[config.mk]
export PLATFORM = sky130hd
export DESIGN_NAME = string_hash_to_bucket_unit_flat
export DESIGN_NICKNAME = d
export VERILOG_FILES = /design/src/hdl/shb_pkg.sv /design/src/hdl/shb_req_if.sv /design/src/hdl/shb_rsp_if.sv /design/src/hdl/string_hash_to_bucket_unit.sv /design/src/hdl/shb_div.sv /design/src/hdl/shb_dpath.sv /design/src/hdl/shb_ctrl.sv /design/src/flat_wrapper.sv
export SDC_FILE = /design/constraint.sdc
export NUM_CORES = 1
export LEC_CHECK = 0
export ABC_AREA = 0
export BUFFER_PORTS_ARGS = -buffer_cell sky130_fd_sc_hd__buf_2
export CORE_MARGIN = 5
export CORE_UTILIZATION = 55
export CTS_BUF_LIST = sky130_fd_sc_hd__clkbuf_4 sky130_fd_sc_hd__clkbuf_8 sky130_fd_sc_hd__clkbuf_16
export CTS_CLUSTER_SIZE = 10
export DETAILED_ROUTE_END_ITERATION = 7
export HOLD_SLACK_MARGIN = 0.06
export PLACE_DENSITY = 0.77
export SYNTH_ARGS = -nofsm -noshare
export SYNTH_HDL_FRONTEND = slang
export SYNTH_SLANG_ARGS = --single-unit
[constraint.sdc]
create_clock -name clock -period 5.3 [get_ports clock]
set_input_delay 0 -clock clock [delete_from_list [all_inputs] [get_ports clock]]
set_output_delay 0 -clock clock [all_outputs]
set_load 0.03 [all_outputs]
[src/hdl/shb_pkg.sv]
package shb_pkg;

   localparam logic [31:0] BUCKET_COUNT_RESET = 32'd1024;
   localparam logic [11:0] MAGIC_KEY = 12'd3559;
   localparam int unsigned SHIFT_AMOUNT = 4;

   typedef enum logic [1:0] {
      ST_IDLE,
      ST_CHECK,
      ST_DIV
   } state_type;

   // Commands from the controller to the datapath.
   typedef struct packed {
      logic hash_update;
      logic fold_load;
      logic div_start;
      logic fold_update;
      logic out_load;
   } cmd_type;

   // Status from the datapath to the controller.
   typedef struct packed {
      logic fold_done;
      logic div_done;
   } status_type;

endpackage

[src/hdl/shb_req_if.sv]
interface shb_req_if;
   logic       valid;
   logic       ready;
   logic [7:0] data_byte;
   logic       last_byte;

   modport source (output valid, output data_byte, output last_byte, input ready);
   modport sink (input valid, input data_byte, input last_byte, output ready);
endinterface

[src/hdl/shb_rsp_if.sv]
interface shb_rsp_if;
   logic        valid;
   logic        ready;
   logic [31:0] hash_value;
   logic [31:0] bucket_index;

   modport source (output valid, output hash_value, output bucket_index, input ready);
   modport sink (input valid, input hash_value, input bucket_index, output ready);
endinterface

[src/hdl/string_hash_to_bucket_unit.sv]
// String hash to bucket unit.
// The req_chan channel carries a string one byte per beat, with last_byte
// set on its final byte. Each byte updates a running hash (hash*17 plus the
// sign-extended byte xor 3559). On the last byte one beat leaves on rsp_chan
// with the hash and its bucket index, below the bucket count (zero when that
// count is below two) set through csr_wr_en/csr_wr_data. The count must be
// written only while the unit is idle; the unit itself does not enforce this.
// A byte that is not last keeps the unit idle, so the next byte is accepted in
// the following cycle. A last byte holds off the input while the hash is
// reduced by quotient-plus-remainder folds; each fold runs through the
// bit-serial divider, one quotient bit per cycle. With the output register
// free, the result beat is presented once the final check loads that register.
// The result sits in an output register; while it waits for rsp_chan.ready,
// further bytes of the next string are still accepted, and only the next
// result stalls until the register is free.
// Synchronous reset clears the running hash, empties the output register,
// and sets the bucket count to 1024.
module string_hash_to_bucket_unit #(
   parameter int unsigned HASH_WIDTH = 32
) (
   input  logic        clock,
   input  logic        reset,
   shb_req_if.sink     req_chan,
   shb_rsp_if.source   rsp_chan,
   input  logic        csr_wr_en,
   input  logic [31:0] csr_wr_data
);

   shb_pkg::cmd_type    cmd;
   shb_pkg::status_type status;
   logic [31:0]         bucket_count;

   shb_ctrl u_ctrl (
      .clock     (clock),
      .reset     (reset),
      .req_valid (req_chan.valid),
      .req_last  (req_chan.last_byte),
      .req_ready (req_chan.ready),
      .rsp_valid (rsp_chan.valid),
      .rsp_ready (rsp_chan.ready),
      .cmd       (cmd),
      .status    (status)
   );

   shb_dpath #(
      .HASH_WIDTH (HASH_WIDTH)
   ) u_dpath (
      .clock        (clock),
      .reset        (reset),
      .cmd          (cmd),
      .status       (status),
      .data_byte    (req_chan.data_byte),
      .csr_wr_en    (csr_wr_en),
      .csr_wr_data  (csr_wr_data),
      .bucket_count (bucket_count),
      .hash_value   (rsp_chan.hash_value),
      .bucket_index (rsp_chan.bucket_index)
   );

   // A last byte starts the fold, so no byte is taken in the next cycle.
   assert property (@(posedge clock) disable iff (reset)
      req_chan.valid && req_chan.ready && req_chan.last_byte |=> !req_chan.ready)
      else $error("byte accepted right after a last byte");

   // A delivered index is always below a usable bucket count.
   assert property (@(posedge clock) disable iff (reset)
      rsp_chan.valid && (bucket_count >= 32'd2) |-> rsp_chan.bucket_index < bucket_count)
      else $error("bucket index not below bucket count");

   // With a bucket count of zero or one no fold is done.
   assert property (@(posedge clock) disable iff (reset)
      rsp_chan.valid && (bucket_count < 32'd2) |-> rsp_chan.bucket_index == 32'd0)
      else $error("bucket index nonzero for degenerate bucket count");

   // The fold unit never starts a division once the value is already folded.
   assert property (@(posedge clock) disable iff (reset)
      cmd.div_start |-> !status.fold_done)
      else $error("division started on a folded value");

endmodule

[src/hdl/shb_div.sv]
module shb_div #(
   parameter int unsigned HASH_WIDTH = 32
) (
   input  logic                  clock,
   input  logic                  reset,
   input  logic                  start,
   input  logic [HASH_WIDTH-1:0] dividend,
   input  logic [31:0]           divisor,
   output logic [HASH_WIDTH-1:0] quotient,
   output logic [31:0]           remainder,
   output logic                  done
);

   localparam int unsigned CNT_W = $clog2(HASH_WIDTH);

   logic [HASH_WIDTH-1:0] dq_ff, dq_in;
   logic [31:0]           rem_ff, rem_in;
   logic [CNT_W-1:0]      count_ff, count_in;
   logic                  busy_ff, busy_in;
   logic                  done_ff, done_in;
   logic [32:0]           rem_shift;
   logic [32:0]           diff;
   logic                  ge;

   // Restoring division: the dividend shifts out at the top of dq while
   // quotient bits shift in at the bottom, one bit per cycle.
   always_comb begin
      rem_shift = {rem_ff, dq_ff[HASH_WIDTH-1]};
      diff      = rem_shift - {1'b0, divisor};
      ge        = rem_shift >= {1'b0, divisor};
      dq_in     = dq_ff;
      rem_in    = rem_ff;
      count_in  = count_ff;
      busy_in   = busy_ff;
      done_in   = 1'b0;
      if (start) begin
         dq_in    = dividend;
         rem_in   = '0;
         count_in = CNT_W'(HASH_WIDTH - 1);
         busy_in  = 1'b1;
      end else if (busy_ff) begin
         dq_in    = {dq_ff[HASH_WIDTH-2:0], ge};
         rem_in   = ge ? diff[31:0] : rem_shift[31:0];
         count_in = count_ff - 1'b1;
         if (count_ff == '0) begin
            busy_in = 1'b0;
            done_in = 1'b1;
         end
      end
   end

   always_ff @(posedge clock) begin
      if (reset) begin
         busy_ff  <= 1'b0;
         done_ff  <= 1'b0;
         count_ff <= '0;
      end else begin
         busy_ff  <= busy_in;
         done_ff  <= done_in;
         count_ff <= count_in;
      end
   end

   always_ff @(posedge clock) begin
      dq_ff  <= dq_in;
      rem_ff <= rem_in;
   end

   assign quotient  = dq_ff;
   assign remainder = rem_ff;
   assign done      = done_ff;

endmodule

[src/hdl/shb_dpath.sv]
module shb_dpath #(
   parameter int unsigned HASH_WIDTH = 32
) (
   input  logic                clock,
   input  logic                reset,
   input  shb_pkg::cmd_type    cmd,
   output shb_pkg::status_type status,
   input  logic [7:0]          data_byte,
   input  logic                csr_wr_en,
   input  logic [31:0]         csr_wr_data,
   output logic [31:0]         bucket_count,
   output logic [31:0]         hash_value,
   output logic [31:0]         bucket_index
);

   logic [HASH_WIDTH-1:0] running_hash_ff, running_hash_in;
   logic [HASH_WIDTH-1:0] fold_val_ff, fold_val_in;
   logic [HASH_WIDTH-1:0] term;
   logic [HASH_WIDTH-1:0] new_hash;
   logic [HASH_WIDTH-1:0] quotient;
   logic [31:0]           remainder;
   logic                  div_done;
   logic [31:0]           bucket_count_ff;
   logic [31:0]           saved_hash_ff;
   logic [31:0]           rsp_hash_ff;
   logic [31:0]           rsp_index_ff;
   logic                  count_small;

   // The byte is read as a signed char, so it is sign-extended before the xor.
   assign term = {{(HASH_WIDTH-8){data_byte[7]}}, data_byte}
                 ^ HASH_WIDTH'(shb_pkg::MAGIC_KEY);
   assign new_hash = running_hash_ff + (running_hash_ff << shb_pkg::SHIFT_AMOUNT) + term;

   assign count_small = bucket_count_ff < 32'd2;

   always_comb begin
      running_hash_in = running_hash_ff;
      fold_val_in     = fold_val_ff;
      if (cmd.hash_update) begin
         running_hash_in = cmd.fold_load ? '0 : new_hash;
      end
      if (cmd.fold_load) begin
         fold_val_in = new_hash;
      end else if (cmd.fold_update) begin
         fold_val_in = quotient + HASH_WIDTH'(remainder);
      end
   end

   always_ff @(posedge clock) begin
      if (reset) begin
         running_hash_ff <= '0;
         bucket_count_ff <= shb_pkg::BUCKET_COUNT_RESET;
      end else begin
         running_hash_ff <= running_hash_in;
         if (csr_wr_en) begin
            bucket_count_ff <= csr_wr_data;
         end
      end
   end

   always_ff @(posedge clock) begin
      fold_val_ff <= fold_val_in;
      if (cmd.fold_load) begin
         saved_hash_ff <= new_hash[31:0];
      end
      if (cmd.out_load) begin
         rsp_hash_ff  <= saved_hash_ff;
         rsp_index_ff <= count_small ? 32'd0 : fold_val_ff[31:0];
      end
   end

   shb_div #(
      .HASH_WIDTH (HASH_WIDTH)
   ) u_div (
      .clock     (clock),
      .reset     (reset),
      .start     (cmd.div_start),
      .dividend  (fold_val_ff),
      .divisor   (bucket_count_ff),
      .quotient  (quotient),
      .remainder (remainder),
      .done      (div_done)
   );

   assign status.fold_done = count_small || (fold_val_ff < HASH_WIDTH'(bucket_count_ff));
   assign status.div_done  = div_done;
   assign bucket_count     = bucket_count_ff;
   assign hash_value       = rsp_hash_ff;
   assign bucket_index     = rsp_index_ff;

endmodule

[src/hdl/shb_ctrl.sv]
module shb_ctrl (
   input  logic                clock,
   input  logic                reset,
   input  logic                req_valid,
   input  logic                req_last,
   output logic                req_ready,
   output logic                rsp_valid,
   input  logic                rsp_ready,
   output shb_pkg::cmd_type    cmd,
   input  shb_pkg::status_type status
);

   shb_pkg::state_type state_ff, state_in;
   logic               rsp_valid_ff, rsp_valid_in;

   always_ff @(posedge clock) begin
      if (reset) begin
         state_ff     <= shb_pkg::ST_IDLE;
         rsp_valid_ff <= 1'b0;
      end else begin
         state_ff     <= state_in;
         rsp_valid_ff <= rsp_valid_in;
      end
   end

   always_comb begin
      state_in     = state_ff;
      cmd          = '0;
      req_ready    = 1'b0;
      rsp_valid_in = rsp_valid_ff && !rsp_ready;
      case (state_ff)
         shb_pkg::ST_IDLE: begin
            req_ready = 1'b1;
            if (req_valid) begin
               cmd.hash_update = 1'b1;
               if (req_last) begin
                  cmd.fold_load = 1'b1;
                  state_in      = shb_pkg::ST_CHECK;
               end
            end
         end
         shb_pkg::ST_CHECK: begin
            if (status.fold_done) begin
               // The result waits here until the output register is free.
               if (!rsp_valid_ff || rsp_ready) begin
                  cmd.out_load = 1'b1;
                  rsp_valid_in = 1'b1;
                  state_in     = shb_pkg::ST_IDLE;
               end
            end else begin
               cmd.div_start = 1'b1;
               state_in      = shb_pkg::ST_DIV;
            end
         end
         shb_pkg::ST_DIV: begin
            if (status.div_done) begin
               cmd.fold_update = 1'b1;
               state_in        = shb_pkg::ST_CHECK;
            end
         end
         default: begin
            state_in = shb_pkg::ST_IDLE;
         end
      endcase
   end

   assign rsp_valid = rsp_valid_ff;

endmodule
[src/flat_wrapper.sv]
// flat-port wrapper written by rule: the top's interface ports become plain ports
module string_hash_to_bucket_unit_flat 
#(
   parameter int unsigned HASH_WIDTH = 32
)
  (clock, reset, csr_wr_en, csr_wr_data, req_chan_valid, req_chan_data_byte, req_chan_last_byte, req_chan_ready, rsp_chan_valid, rsp_chan_hash_value, rsp_chan_bucket_index, rsp_chan_ready);
  shb_req_if req_chan_i ();
  shb_rsp_if rsp_chan_i ();
  input  logic clock;
  input  logic reset;
  input  logic csr_wr_en;
  input  logic [31:0] csr_wr_data;
  input wire logic [$bits(req_chan_i.valid)-1:0] req_chan_valid;
  input wire logic [$bits(req_chan_i.data_byte)-1:0] req_chan_data_byte;
  input wire logic [$bits(req_chan_i.last_byte)-1:0] req_chan_last_byte;
  output wire logic [$bits(req_chan_i.ready)-1:0] req_chan_ready;
  output wire logic [$bits(rsp_chan_i.valid)-1:0] rsp_chan_valid;
  output wire logic [$bits(rsp_chan_i.hash_value)-1:0] rsp_chan_hash_value;
  output wire logic [$bits(rsp_chan_i.bucket_index)-1:0] rsp_chan_bucket_index;
  input wire logic [$bits(rsp_chan_i.ready)-1:0] rsp_chan_ready;
  assign req_chan_i.valid = req_chan_valid;
  assign req_chan_i.data_byte = req_chan_data_byte;
  assign req_chan_i.last_byte = req_chan_last_byte;
  assign req_chan_ready = req_chan_i.ready;
  assign rsp_chan_valid = rsp_chan_i.valid;
  assign rsp_chan_hash_value = rsp_chan_i.hash_value;
  assign rsp_chan_bucket_index = rsp_chan_i.bucket_index;
  assign rsp_chan_i.ready = rsp_chan_ready;
  string_hash_to_bucket_unit #(.HASH_WIDTH(HASH_WIDTH)) u_core (.clock(clock), .reset(reset), .req_chan(req_chan_i), .rsp_chan(rsp_chan_i), .csr_wr_en(csr_wr_en), .csr_wr_data(csr_wr_data));
endmodule
# Word-level counts from Yosys, hierarchy flattened
# Index checks and enable logic that the tools add are counted.
[word_totals]
inputBits = 46
wordCells = 72
out_inout_bits = 66
register_bits = 266
[classes]
bitwise = 2
n_mux = 32
n_addsub = 5
order_cmp = 3
n_eq_ne = 6
n_reduce_logical = 11
[op_table]
columns = ["operator", "count"]
rows = [
  ["$mux W32", 6],
  ["$add A32 B32 Y32", 3],
  ["$ge A33 B32 Y1", 1],
  ["$lt A32 B2 Y1 const B", 1],
  ["$lt A32 B32 Y1", 1],
  ["$sub A32 B32 Y32", 1],
  ["$mux W1", 16],
  ["$mux W2", 7],
  ["$mux W5", 2],
  ["$not A9 Y9", 1],
  ["$ne A2 B2 Y1 const B", 3],
  ["$pmux W2 S3", 1],
  ["$logic_not A5 Y1", 1],
  ["$sub A5 B1 Y5 const B", 1],
  ["$reduce_and A4 Y1", 1],
  ["$reduce_bool A2 Y1", 2],
  ["$ne A3 B3 Y1 const B", 1],
  ["$reduce_or A3 Y1", 1],
  ["$eq A2 B1 Y1 const B", 1],
  ["$eq A2 B2 Y1 const B", 1],
  ["$logic_not A1 Y1", 2],
  ["$logic_not A2 Y1", 1],
  ["$logic_or A1 B1 Y1", 2],
  ["$logic_and A1 B1 Y1", 1],
  ["$not A1 Y1", 1],
]

# Longest topological paths before layout
# Gate-level depths: netlist of run 1.
[logic_depth]
ltp_word = 5
ltp_mapped = 14
depth_no_buf = 14

# Modules after synthesis
# Synthesis of run 1 repeated with hierarchy kept, for this count alone.
[hier_totals]
hier_cells = 1636
area_unflattened_um2 = 16394.5
[by_module_without_submodules]
columns = ["module", "n_inst", "area_each_um2", "seq_area_each_um2", "cells_per_inst"]
rows = [
  ["shb_dpath", 1, 11328.4, 5124.9, 1068],
  ["shb_div", 1, 4894.7, 1741.7, 549],
  ["shb_ctrl", 1, 171.4, 60.1, 19],
]

# Worst setup path after synthesis of run 1
# OpenSTA, ideal clock, no wires.
[synth_timing]
kind = "register to register"
start = "reg u_core.u_dpath.fold_val_ff[5]"
end = "reg u_core.u_dpath.rsp_index_ff[0], in the netlist u_core.u_dpath.bucket_index[0] (enable)"
setup_time_ps = 486
setup_slack_ps = 247
path_buffers = 0
t_arrival_ps = 4567
required_ps = 4814
stages_incl_launch_ff = 11
synth_period_minus_slack_ps = 5053
path_cell_list = "edfxtp_1 ha_1 a21o_1 a21o_1 a21oi_1 o21ai_0 a221oi_1 o21ai_0 a21oi_1 nand2_1 nor2_1"
[synth_rtl]
columns = ["item", "line_no", "text"]
rows = [
  ["from (decl)", "shb_dpath.sv:17", "logic [HASH_WIDTH-1:0] fold_val_ff, fold_val_in;"],
  ["from (signal assigned)", "shb_dpath.sv:62", "fold_val_ff <= fold_val_in;"],
  ["to (signal assigned)", "shb_dpath.sv:68", "rsp_index_ff <= count_small ? 32'd0 : fold_val_ff[31:0];"],
  ["to (decl)", "shb_dpath.sv:26", "logic [31:0] rsp_index_ff;"],
]

# Worst setup path after layout of run 1
[layout_timing]
start = "reg u_core.u_dpath.running_hash_ff[4]"
end = "reg u_core.u_dpath.fold_val_ff[31], data pin"
[layout_via]
elab_chain_cells = 3
[layout_rtl]
columns = ["item", "line_no", "text"]
rows = [
  ["from (decl)", "shb_dpath.sv:16", "logic [HASH_WIDTH-1:0] running_hash_ff, running_hash_in;"],
  ["from (signal assigned)", "shb_dpath.sv:54", "running_hash_ff <= running_hash_in;"],
  ["$add A32 B32 Y32 (2 in a row)", "shb_dpath.sv:32", "assign new_hash = running_hash_ff + (running_hash_ff << shb_pkg::SHIFT_AMOUNT) + term;"],
  ["via u_core.u_dpath.new_hash[31]", "shb_dpath.sv:19", "logic [HASH_WIDTH-1:0] new_hash;"],
  ["$mux W32", "shb_dpath.sv:42", "if (cmd.fold_load) begin"],
  ["via u_core.u_dpath.fold_val_in[31]", "shb_dpath.sv:17", ""],
]
# The timed path passes the listed nets, and every way through them passes these cells.
# A chain may end at the register's enable or synchronous reset.

==> results.py, run 1 <==
metrics = {
    "drt": {
        "met1_length_um": 17100,
        "vias_per_cell": 5.87,
        "antenna_left": 0,
        "highest_layer": "met4",
        "drtIter0Drc": 899,
        "drcViolationCount": 0,
        "met2_length_um": 19600,
        "wl_um": 40000,
        "dr_wl_met3_um": 2140,
        "wire_per_inst_um": 18.8,
        "via_count": 12500,
        "drt_pass1_iterations": 5,
    },
    "setup_path": {
        "slowest_delay_ns": 0.47,
        "start_kind": "register",
        "crit_buf_inv": 2,
        "ff2ff_setup_slack_ns": 1.40,
        "path_delay_family": "compound AO/OA/AOI/OAI gates",
        "cp_max_fo": 4,
        "cp_common_cell": "inv_1",
        "endpoint_kind": "register",
        "worst_ep_required_time_ns": 5.59,
        "crit_type": "register to register",
        "cpMaxStageDelayCell": "fa_1",
        "worstPathCellList": "inv_1 -> fa_1 -> inv_1 -> ha_1 -> nand2_1 -> o211a_1 -> o32ai_2 -> a21oi_1 -> o311ai_1 -> nor2_1 -> o21ai_2 -> a221oi_2 -> xnor2_1 -> mux2_2",
        "critPathArrivalTime_ns": 4.20,
    },
    "sta": {
        "drv_slew": 0,
        "fin_worst_skew_ns": 0.0162,
        "rsz0062_at_grt": "false",
        "relSlewSlack_pct": 25.2,
        "tightestPinTransition_ns": 1.12,
        "fin_tns_setup_ns": 0,
        "period_needed_ns": 3.90,
        "fmaxAchievable_mhz": 256,
        "hold_viol_final": 0,
        "fin_crit_sh_pct": 73.6,
        "setup_violations": 0,
    },
    "yosys": {
        "synth_most_common_cell": "edfxtp_1",
        "avgSynthCellArea_sq_um": 10.3,
        "synth_area_sq_um": 16000,
        "syn_nets": 1757,
        "synth_ff_type": "edfxtp_1",
        "yosysSeqAreaShare_pct": 43.4,
        "ys_ff_latch": 266,
        "synth_cell_type_count": 72,
        "syn-instance-count": 1551,
        "netlist_top_cells_area": "edfxtp_1 (30%), dfxtp_1 (13%), ha_1 (10%), a21oi_1 (4.0%), fa_1 (3.8%)",
        "synth_top_area_cell": "edfxtp_1",
        "ys_warn_count": 0,
        "async_flop_share_pct": 0,
        "synth_edf_count": 160,
        "synth_top_area_share_pct": 30.1,
        "synthTopCellsByCount": "edfxtp_1 (160), nor2_1 (159), ha_1 (130)",
    },
    "placement": {
        "io_buffer_count": 111,
        "place.gp.congestion": 0.975,
        "placed_area_sq_um": 16900,
        "dp_hpwl_um": 29300,
    },
    "layout": {
        "seq_area_sq_um": 6930,
        "multiInputGateArea_sq_um": 8510,
        "antenna_cells": 0,
        "num-fill-cells": 2280,
        "final_layout_size_suffix_gt1_share_pct": 13.8,
        "fin_nets": 1925,
        "postLayoutCoreUtil_pct": 64.7,
        "design_area_sq_um": 18600,
        "area_growth_pct": 16.3,
    },
    "cts": {
        "cts.sinks": 266,
        "cts_max_level": 1,
        "postCtsSetupRepairBufs": 0,
        "cts-resized-gates": 0,
        "clkTransAtPathRegs_ns": 0.05,
        "max-clock-path-buffers": 3,
        "hold_buffers": 69,
        "clk-insertion-delay-late_ns": 0.55,
        "cts_tree": "done",
        "cts_made_buffers": 31,
        "cts_root_buf": "clkbuf_16",
    },
    "floorplanning": {
        "die_h_um": 180,
        "die-area_sq_um": 32500,
        "die_w_um": 180,
        "row_count": 62,
        "core_sq_um": 28700,
        "start_util_pct": 55.6,
        "ios": 112,
    },
    "global_routing": {
        "grt_usage_pct": 23.8,
        "grt_start_max_net_pins": 74,
        "grt_antenna_before_repair": 0,
        "first_global_vias": 12300,
        "overflow": 0,
        "grt_pass1_wl_um": 63900,
    },
    "status": {
        "outcome": "complete, no violations",
    },
    "run": {
        "cap_violations": 0,
    },
    "hold_path": {
        "holdCritPathClass": "input pin to register",
    },
    "power_and_ir_drop": {
        "power.density_nw_per_um2": 503,
        "power.leakage_nw": 7.72,
        "ir_drop_mv": 0.336,
        "total_power_mw": 9.33,
    },
}
==> report_power, final <==
part	switching, mW	internal [mW]
logic	2.50	1.86
registers	0.320	2.63
clock network	0.802	1.23
total	3.62	5.71
==> cell usage in the layout, fill, tap and decap left out, types with 14 or more instances in the layout <==
master,instances
xor2_1,29
o21ai_0,56
edfxtp_1,160
mux2i_1,53
clkbuf_4,21
a211oi_1,35
o21a_1,14
xnor2_1,51
a21o_1,44
nor2b_1,49
a21oi_1,128
fa_1,30
a22oi_1,22
mux2_2,36
a31oi_1,16
nand4_1,19
dfxtp_1,105
o21bai_1,14
ha_1,130
nand2_1,83
nor2_1,156
nand3_1,25
clkbuf_16,31
inv_1,80
nor3_1,23
buf_2,111
dlygate4sd3_1,69
nand2b_1,16
==> through the flow <==
step	instances	worst slack (ns)	hold WS, ns
6_report	2126	1.40	0.172
5_1_grt	2126	1.11	0.214
4_1_cts	2126	1.36	0.151
3_5_place_dp	2001	1.28	0.243
3_3_place_gp	2001	1.37	0.235
2_1_floorplan	1551	0.247	0.130
==> final timing paths <==
kind                                                   startpoint                         endpoint  cells after the start
worst max-delay path            u_core.u_dpath.running_hash_ff[4]   u_core.u_dpath.fold_val_ff[31]                     14
worst min-delay path                        req_chan_data_byte[2]  u_core.u_dpath.saved_hash_ff[2]                      4
worst max register to register  u_core.u_dpath.running_hash_ff[4]   u_core.u_dpath.fold_val_ff[31]                     14
worst min register to register   u_core.u_dpath.saved_hash_ff[23]    u_core.u_dpath.hash_value[23]                      0
==> logic make-up (layout without fill, tap and decap cells) <==
logic type,count (synthesis),after routing,share of synthesized area (%)
muxes,89,89,5.86
xor gates and xnor gates,80,80,4.39
and+or+nand+nor,417,417,12.3
adders and majority gates,160,160,14.0
buffers and inverters,137,328,3.38
DFF,266,266,43.4
AOI/OAI and AO/OA,402,402,16.7
==> worst reg2reg max path, stage by stage (launching register included) <==
cell      delay, ns
dfxtp_1        0.38
inv_1          0.07
fa_1           0.47
inv_1          0.04
ha_1           0.33
nand2_1        0.12
o211a_1        0.26
o32ai_2        0.37
a21oi_1        0.21
o311ai_1       0.43
nor2_1         0.15
o21ai_2        0.24
a221oi_2       0.10
xnor2_1        0.20
mux2_2         0.30
==> state kept, by name, indices dropped and copies added, names as in the netlist, 5 cells and up <==
name and count:
u_core.u_dpath.bucket_index 32, u_core.u_dpath.hash_value 32, u_core.u_dpath.running_hash_ff 32, u_core.u_dpath.u_div.remainder 32, u_core.u_dpath.u_div.count_ff 5, u_core.u_dpath.bucket_count 32
u_core.u_dpath.fold_val_ff 32, u_core.u_dpath.saved_hash_ff 32, u_core.u_dpath.u_div.quotient 32
==> routing by layer <==
metal  vias up  global-route usage [%]
li1       6029                       -
met1      5985                    31.4
met2       370                    40.9
met3        89                    2.97
met4         0                    7.59
met5         -                       0
==> final cells by class <==
type,instances,share of cell area [%]
tap,384,2.59
clock inverter,1,0.0202
multi-input combinational,1148,45.9
timing repair buffer,191,7.30
clock buffer,55,5.25
inverter,81,1.64
sequential,266,37.3
Power figures use the tool's default switching activity.
==> run 2: changes to the inputs <==
Settings changed: ABC_AREA 0 to 1, PLACE_DENSITY 0.77 to 0.73.
Clock period 5.3 ns to 3.9 ns, I/O delays scaled along.
==> results.py, run 2 <==
metrics = {
    "floorplanning": {
        "start_util_pct": 55.9,
        "ios": 112,
        "die_h_um": 190,
        "die-area_sq_um": 35900,
        "core_sq_um": 31700,
        "row_count": 65,
        "die_w_um": 190,
    },
    "yosys": {
        "yosysSeqAreaShare_pct": 39.1,
        "avgSynthCellArea_sq_um": 7.51,
        "synth_xor_area_share_pct": 2.12,
        "synthTopCellsByCount": "nand2_1 (663), inv_1 (317), nand3_1 (211)",
        "synth_most_common_cell": "nand2_1",
        "async_flop_share_pct": 0,
        "synthMuxAreaShare_pct": 0,
        "synth_edf_count": 160,
        "syn_nets": 2568,
        "ys_warn_count": 0,
        "synth_area_sq_um": 17700,
        "syn-instance-count": 2362,
        "synth_compound_area_share_pct": 10.9,
        "ys_ff_latch": 266,
        "netlist_top_cells_area": "edfxtp_1 (27%), nand2_1 (14%), dfxtp_1 (12%), ha_1 (9.2%), inv_1 (6.7%)",
        "synth_top_family_by_area": "simple AND/OR/NAND/NOR gates",
        "synth_top_area_share_pct": 27.1,
        "synth-simple-area-share_pct": 27.1,
        "synth_fa_ha_area_share_pct": 12.6,
        "synth_ff_type": "edfxtp_1",
        "synth_cell_type_count": 42,
        "synth_top_area_cell": "edfxtp_1",
    },
    "sta": {
        "period_needed_ns": 3.33,
        "rsz0062_at_grt": "false",
        "tightestPinTransition_ns": 1.24,
        "drv_slew": 0,
        "relSlewSlack_pct": 17.4,
        "worst_slack_ns": 0.566,
        "fin_tns_setup_ns": 0,
        "fmaxAchievable_mhz": 300,
        "hold_viol_final": 0,
        "setup_violations": 0,
        "fin_worst_skew_ns": 0.0121,
        "fin_crit_sh_pct": 85.5,
    },
    "cts": {
        "cts-resized-gates": 0,
        "cts_max_level": 2,
        "clkTransAtPathRegs_ns": 0.06,
        "hold_buffers": 49,
        "cts.sinks": 266,
        "max-clock-path-buffers": 3,
        "cts_root_buf": "clkbuf_16",
        "cts_made_buffers": 34,
        "clk-insertion-delay-late_ns": 0.53,
        "cts_tree": "done",
        "postCtsSetupRepairBufs": 0,
    },
    "global_routing": {
        "grt_start_max_net_pins": 73,
        "grt_pass1_wl_um": 86100,
        "grt_usage_pct": 30.3,
        "first_global_vias": 16100,
        "grt_antenna_before_repair": 0,
        "overflow": 0,
    },
    "power_and_ir_drop": {
        "power.leakage_nw": 9.85,
        "p_switching_mw": 7.14,
        "swShare_pct": 46.3,
        "power.density_nw_per_um2": 759,
        "power.share.combinational_pct": 52.5,
        "p_int_mw": 8.29,
        "total_power_mw": 15.4,
        "p_seq_share_pct": 27.2,
        "ir_drop_mv": 0.652,
        "clkPwrFrac_pct": 20.3,
    },
    "drt": {
        "wire_per_inst_um": 18.7,
        "vias_per_cell": 5.58,
        "antenna_left": 0,
        "wl_um": 55200,
        "via_count": 16400,
        "drcViolationCount": 0,
        "drtIter0Drc": 1500,
        "drt_pass1_iterations": 6,
    },
    "setup_path": {
        "critPathArrivalTime_ns": 3.61,
        "cp_common_cell": "nand2_1",
        "crit_type": "register to register",
        "worstPathCellList": "fa_1 -> ha_1 -> nand2_1 -> inv_1 -> nand3_1 -> nor2_1 -> nand4_1 -> nand3_1 -> nor2_1 -> or2_2 -> nand2_1 -> nand2_1",
        "worst_ep_required_time_ns": 4.17,
        "start_kind": "register",
        "endpoint_kind": "register",
        "cpMaxStageDelayCell": "dfxtp_1",
        "slowest_delay_ns": 0.47,
        "cp_max_fo": 5,
        "ff2ff_setup_slack_ns": 0.57,
    },
    "placement": {
        "place.gp.congestion": 0.989,
        "place_ws_ns": 0.604,
        "place_inst": 2833,
        "dp_hpwl_um": 42400,
        "io_buffer_count": 111,
    },
    "layout": {
        "final_cell_count_no_fill": 2945,
        "layout_commonest_cell": "nand2_1",
        "fin_nets": 2722,
        "area_growth_pct": 14.6,
        "final_layout_size_suffix_gt1_share_pct": 8.50,
        "final_cell_mix": "nand2_1 (663), inv_1 (317), nand3_1 (210), a21oi_1 (185), nor2_1 (180)",
    },
    "hold_path": {
        "holdCritPathClass": "input pin to register",
    },
    "status": {
        "outcome": "complete, no violations",
    },
    "run": {
        "cap_violations": 0,
    },
}
## run 2: cell types whose count changed after synthesis, moves of 42 or more
cell / delta
a21o_1: -42
a21oi_1: +57
inv_1: +237
mux2i_1: -53
nand2_1: +580
nand3_1: +186
nor2b_1: -50
o21ai_0: +86
## run 2: final cells by class
type,instances,area (sq um)
clock inverters,5,71.3
diodes,1,2.50
clock buffers,57,1050
multi-input cells,1716,9360
inverters,321,1200
flip-flops and latches,266,6930
repair buffers,177,1200
fillers,2787,11400
well taps,402,503
## run 2: worst paths after layout
path | start | end | depth (start not counted)
hold / removal | req_chan_valid | u_core.u_dpath.running_hash_ff[7] | 5
setup / recovery | u_core.u_dpath.running_hash_ff[16] | u_core.u_dpath.fold_val_ff[21] | 12
hold reg to reg | u_core.u_dpath.saved_hash_ff[10] | u_core.u_dpath.hash_value[10] | 0
setup reg to reg | u_core.u_dpath.running_hash_ff[16] | u_core.u_dpath.fold_val_ff[21] | 12
## run 2: power groups by stage
stage          combinational, mW  clock (mW)  sequential [mW]
2_1_floorplan               5.89           0             4.04
3_3_place_gp                7.84           0             4.21
3_5_place_dp                7.91           0             4.21
4_1_cts                     8.00        3.18             4.17
5_1_grt                     9.11        3.33             4.22
6_report                    8.10        3.13             4.19
## run 2: critical path, delay by kind of cell, from the launching register on
kind | cells | cell delay, ns
and+or+nand+nor | 9 | 1.67
DFF | 1 | 0.47
adders and majority gates | 2 | 0.86
buffers and inverters | 1 | 0.07
## run 2: per-stage QoR
step / utilization [%] / hold slack, ns / cell area [sq um]
5_1_grt: 64.1 / 0.128 / 20300
3_5_place_dp: 59.0 / 0.244 / 18700
3_3_place_gp: 59.0 / 0.225 / 18700
2_1_floorplan: - / 0.112 / 17700
6_report: 64.1 / 0.0897 / 20300
4_1_cts: 64.1 / 0.0829 / 20300
## run 2: kinds of logic (layout without fill, tap and decap cells)
logic type / after synthesis / after routing
simple gates: 1146 / 1146
buf+inv: 380 / 560
compound gates: 367 / 367
flops: 266 / 266
fa+ha+maj: 160 / 160
xor+xnor: 43 / 43
other cells: 0 / 1
## run 2: layer usage
layer  up-vias  track usage [%]  wire length (um)
li1       8084                -                 -
met1      7624             39.9             23400
met2       590             50.9             25900
met3       123             4.37              3620
met4         0             11.6              2250
met5         -                0                 0
==> run 3: changes to the inputs <==
Clock period 3.9 ns to 3.8 ns, I/O delays scaled along.
==> results.py, run 3 (same netlist as run 2, synthesis figures left out) <==
metrics = {
    "setup_path": {
        "path_delay_family": "compound AO/OA/AOI/OAI gates",
        "worstPathCellList": "fa_1 -> ha_1 -> a21oi_1 -> o21ai_0 -> a21oi_1 -> nand3_1 -> nand2_1 -> inv_1 -> or2_2 -> nand2_1 -> nand2_1",
        "worst_ep_required_time_ns": 4.06,
        "slowest_delay_ns": 0.45,
        "cpMaxStageDelayCell": "fa_1",
        "crit_type": "register to register",
        "reg2regPathDepth": 11,
        "critPathArrivalTime_ns": 3.51,
        "ff2ff_setup_slack_ns": 0.55,
        "rr_endpoint": "u_core.u_dpath.fold_val_ff[20]",
        "endpoint_kind": "register",
        "cp_common_cell": "nand2_1",
        "start_kind": "register",
        "cp_max_fo": 5,
        "r2r_start": "u_core.u_dpath.running_hash_ff[19]",
        "crit_buf_inv": 1,
    },
    "sta": {
        "hold_viol_final": 0,
        "fmaxAchievable_mhz": 307,
        "rsz0062_at_grt": "false",
        "relSlewSlack_pct": 11.6,
        "tightestPinTransition_ns": 1.33,
        "setup_violations": 0,
        "period_needed_ns": 3.25,
        "fin_crit_sh_pct": 85.6,
        "drv_slew": 0,
        "fin_worst_skew_ns": 0.0248,
        "fin_tns_setup_ns": 0,
        "fin_hold_ws_ns": 0.0891,
    },
    "power_and_ir_drop": {
        "power.leakage_nw": 9.80,
        "power.density_nw_per_um2": 782,
        "ir_drop_mv": 0.557,
    },
    "hold_path": {
        "hp-start": "reset",
        "hold_end": "u_core.u_dpath.running_hash_ff[16]",
        "holdCritPathClass": "input pin to register",
        "hold_depth": 3,
    },
    "drt": {
        "wire_per_inst_um": 18.6,
        "drtIter0Drc": 1320,
        "wl_um": 54600,
        "drcViolationCount": 0,
        "drt_pass1_iterations": 6,
        "vias_per_cell": 5.57,
        "via_count": 16400,
        "antenna_left": 0,
    },
    "global_routing": {
        "overflow": 0,
        "grt_antenna_before_repair": 0,
        "grt_pass1_wl_um": 86000,
        "grt_usage_pct": 30.2,
        "first_global_vias": 16200,
        "grt_start_max_net_pins": 99,
    },
    "floorplanning": {
        "die-area_sq_um": 35900,
        "die_w_um": 190,
        "core_sq_um": 31700,
        "ios": 112,
        "row_count": 65,
        "die_h_um": 190,
        "start_util_pct": 55.9,
    },
    "cts": {
        "clk-insertion-delay-late_ns": 0.53,
        "max-clock-path-buffers": 3,
        "cts.sinks": 266,
        "cts_root_buf": "clkbuf_16",
        "cts_tree": "done",
        "postCtsSetupRepairBufs": 0,
        "cts_max_level": 2,
        "cts_made_buffers": 34,
        "clkTransAtPathRegs_ns": 0.05,
    },
    "layout": {
        "num-fill-cells": 2844,
        "layout_commonest_cell": "nand2_1",
        "area_growth_pct": 13.8,
        "antenna_cells": 0,
        "postLayoutCoreUtil_pct": 63.7,
        "multiInputGateArea_sq_um": 9360,
        "final_cell_mix": "nand2_1 (663), inv_1 (317), nand3_1 (210), a21oi_1 (185), nor2_1 (180)",
        "fin_nets": 2714,
        "final_layout_size_suffix_gt1_share_pct": 8.49,
        "seq_area_sq_um": 6930,
    },
    "placement": {
        "place.gp.congestion": 0.979,
        "io_buffer_count": 111,
        "dp_hpwl_um": 42200,
    },
    "status": {
        "outcome": "complete, no violations",
    },
    "run": {
        "cap_violations": 0,
    },
}
[run 3: layer usage]
metal,track usage [%],routed length (um),vias to the layer above
li1,-,-,8063
met1,39.4,22800,7588
met2,51.2,25800,581
met3,4.18,3720,123
met4,12.0,2270,0
met5,0,0,-
[run 3: how the worst max path moves through the flow]
stage,from,to,slack (ns),cells past startpoint
after CTS,u_core.u_dpath.running_hash_ff[19],u_core.u_dpath.fold_val_ff[20],0.58,11
after detailed placement,req_chan_data_byte[7],u_core.u_dpath.fold_val_ff[20],0.51,12
final,u_core.u_dpath.running_hash_ff[19],u_core.u_dpath.fold_val_ff[20],0.55,11
after floorplan,u_core.u_dpath.fold_val_ff[5],u_core.u_dpath.bucket_index[0],0.35,12
after global routing,u_core.u_dpath.running_hash_ff[19],u_core.u_dpath.fold_val_ff[20],0.41,11
after global placement,req_chan_data_byte[7],u_core.u_dpath.fold_val_ff[20],0.50,12
[run 3: worst min-delay path, delay by kind of cell]
| family | cells | cell delay [ns] |
|---|---|---|
| compound gates | 1 | 0.17 |
| buf+inv | 2 | 0.40 |
[run 3: area by class of cell]
class                           instances  share of cell area, %
Sequential cell                       266                   34.3
Clock buffer                           55                   5.11
Inverter                              321                   5.97
Timing Repair Buffer                  169                   5.47
Tap cell                              402                   2.49
Clock inverter                          5                  0.279
Multi-Input combinational cell       1716                   46.4
[run 3: per-stage QoR]
stage	total power [mW]	std cells	setup slack [ns]	cell area [sq um]
after floorplan	10.2	2362	0.348	17700
after global placement	12.4	2834	0.504	18700
after detailed placement	12.5	2834	0.514	18700
after CTS	15.7	2934	0.578	20200
after global routing	17.1	2934	0.413	20200
final	15.8	2934	0.547	20200
[run 3: power breakdown]
part	switching, mW	internal, mW	total [mW]	leakage, nW
clock network	1.20	1.93	3.13	0.553
logic	5.62	2.75	8.37	6.90
registers	0.511	3.78	4.29	2.34
total	7.32	8.46	15.8	9.80
[run 3: what timing repair did]
action / CTS / global route
setup endpoints to repair: 0 / 0
hold endpoints to repair: 41 / 0
resized for setup: 0 / 0
hold buffers: 40 / 0
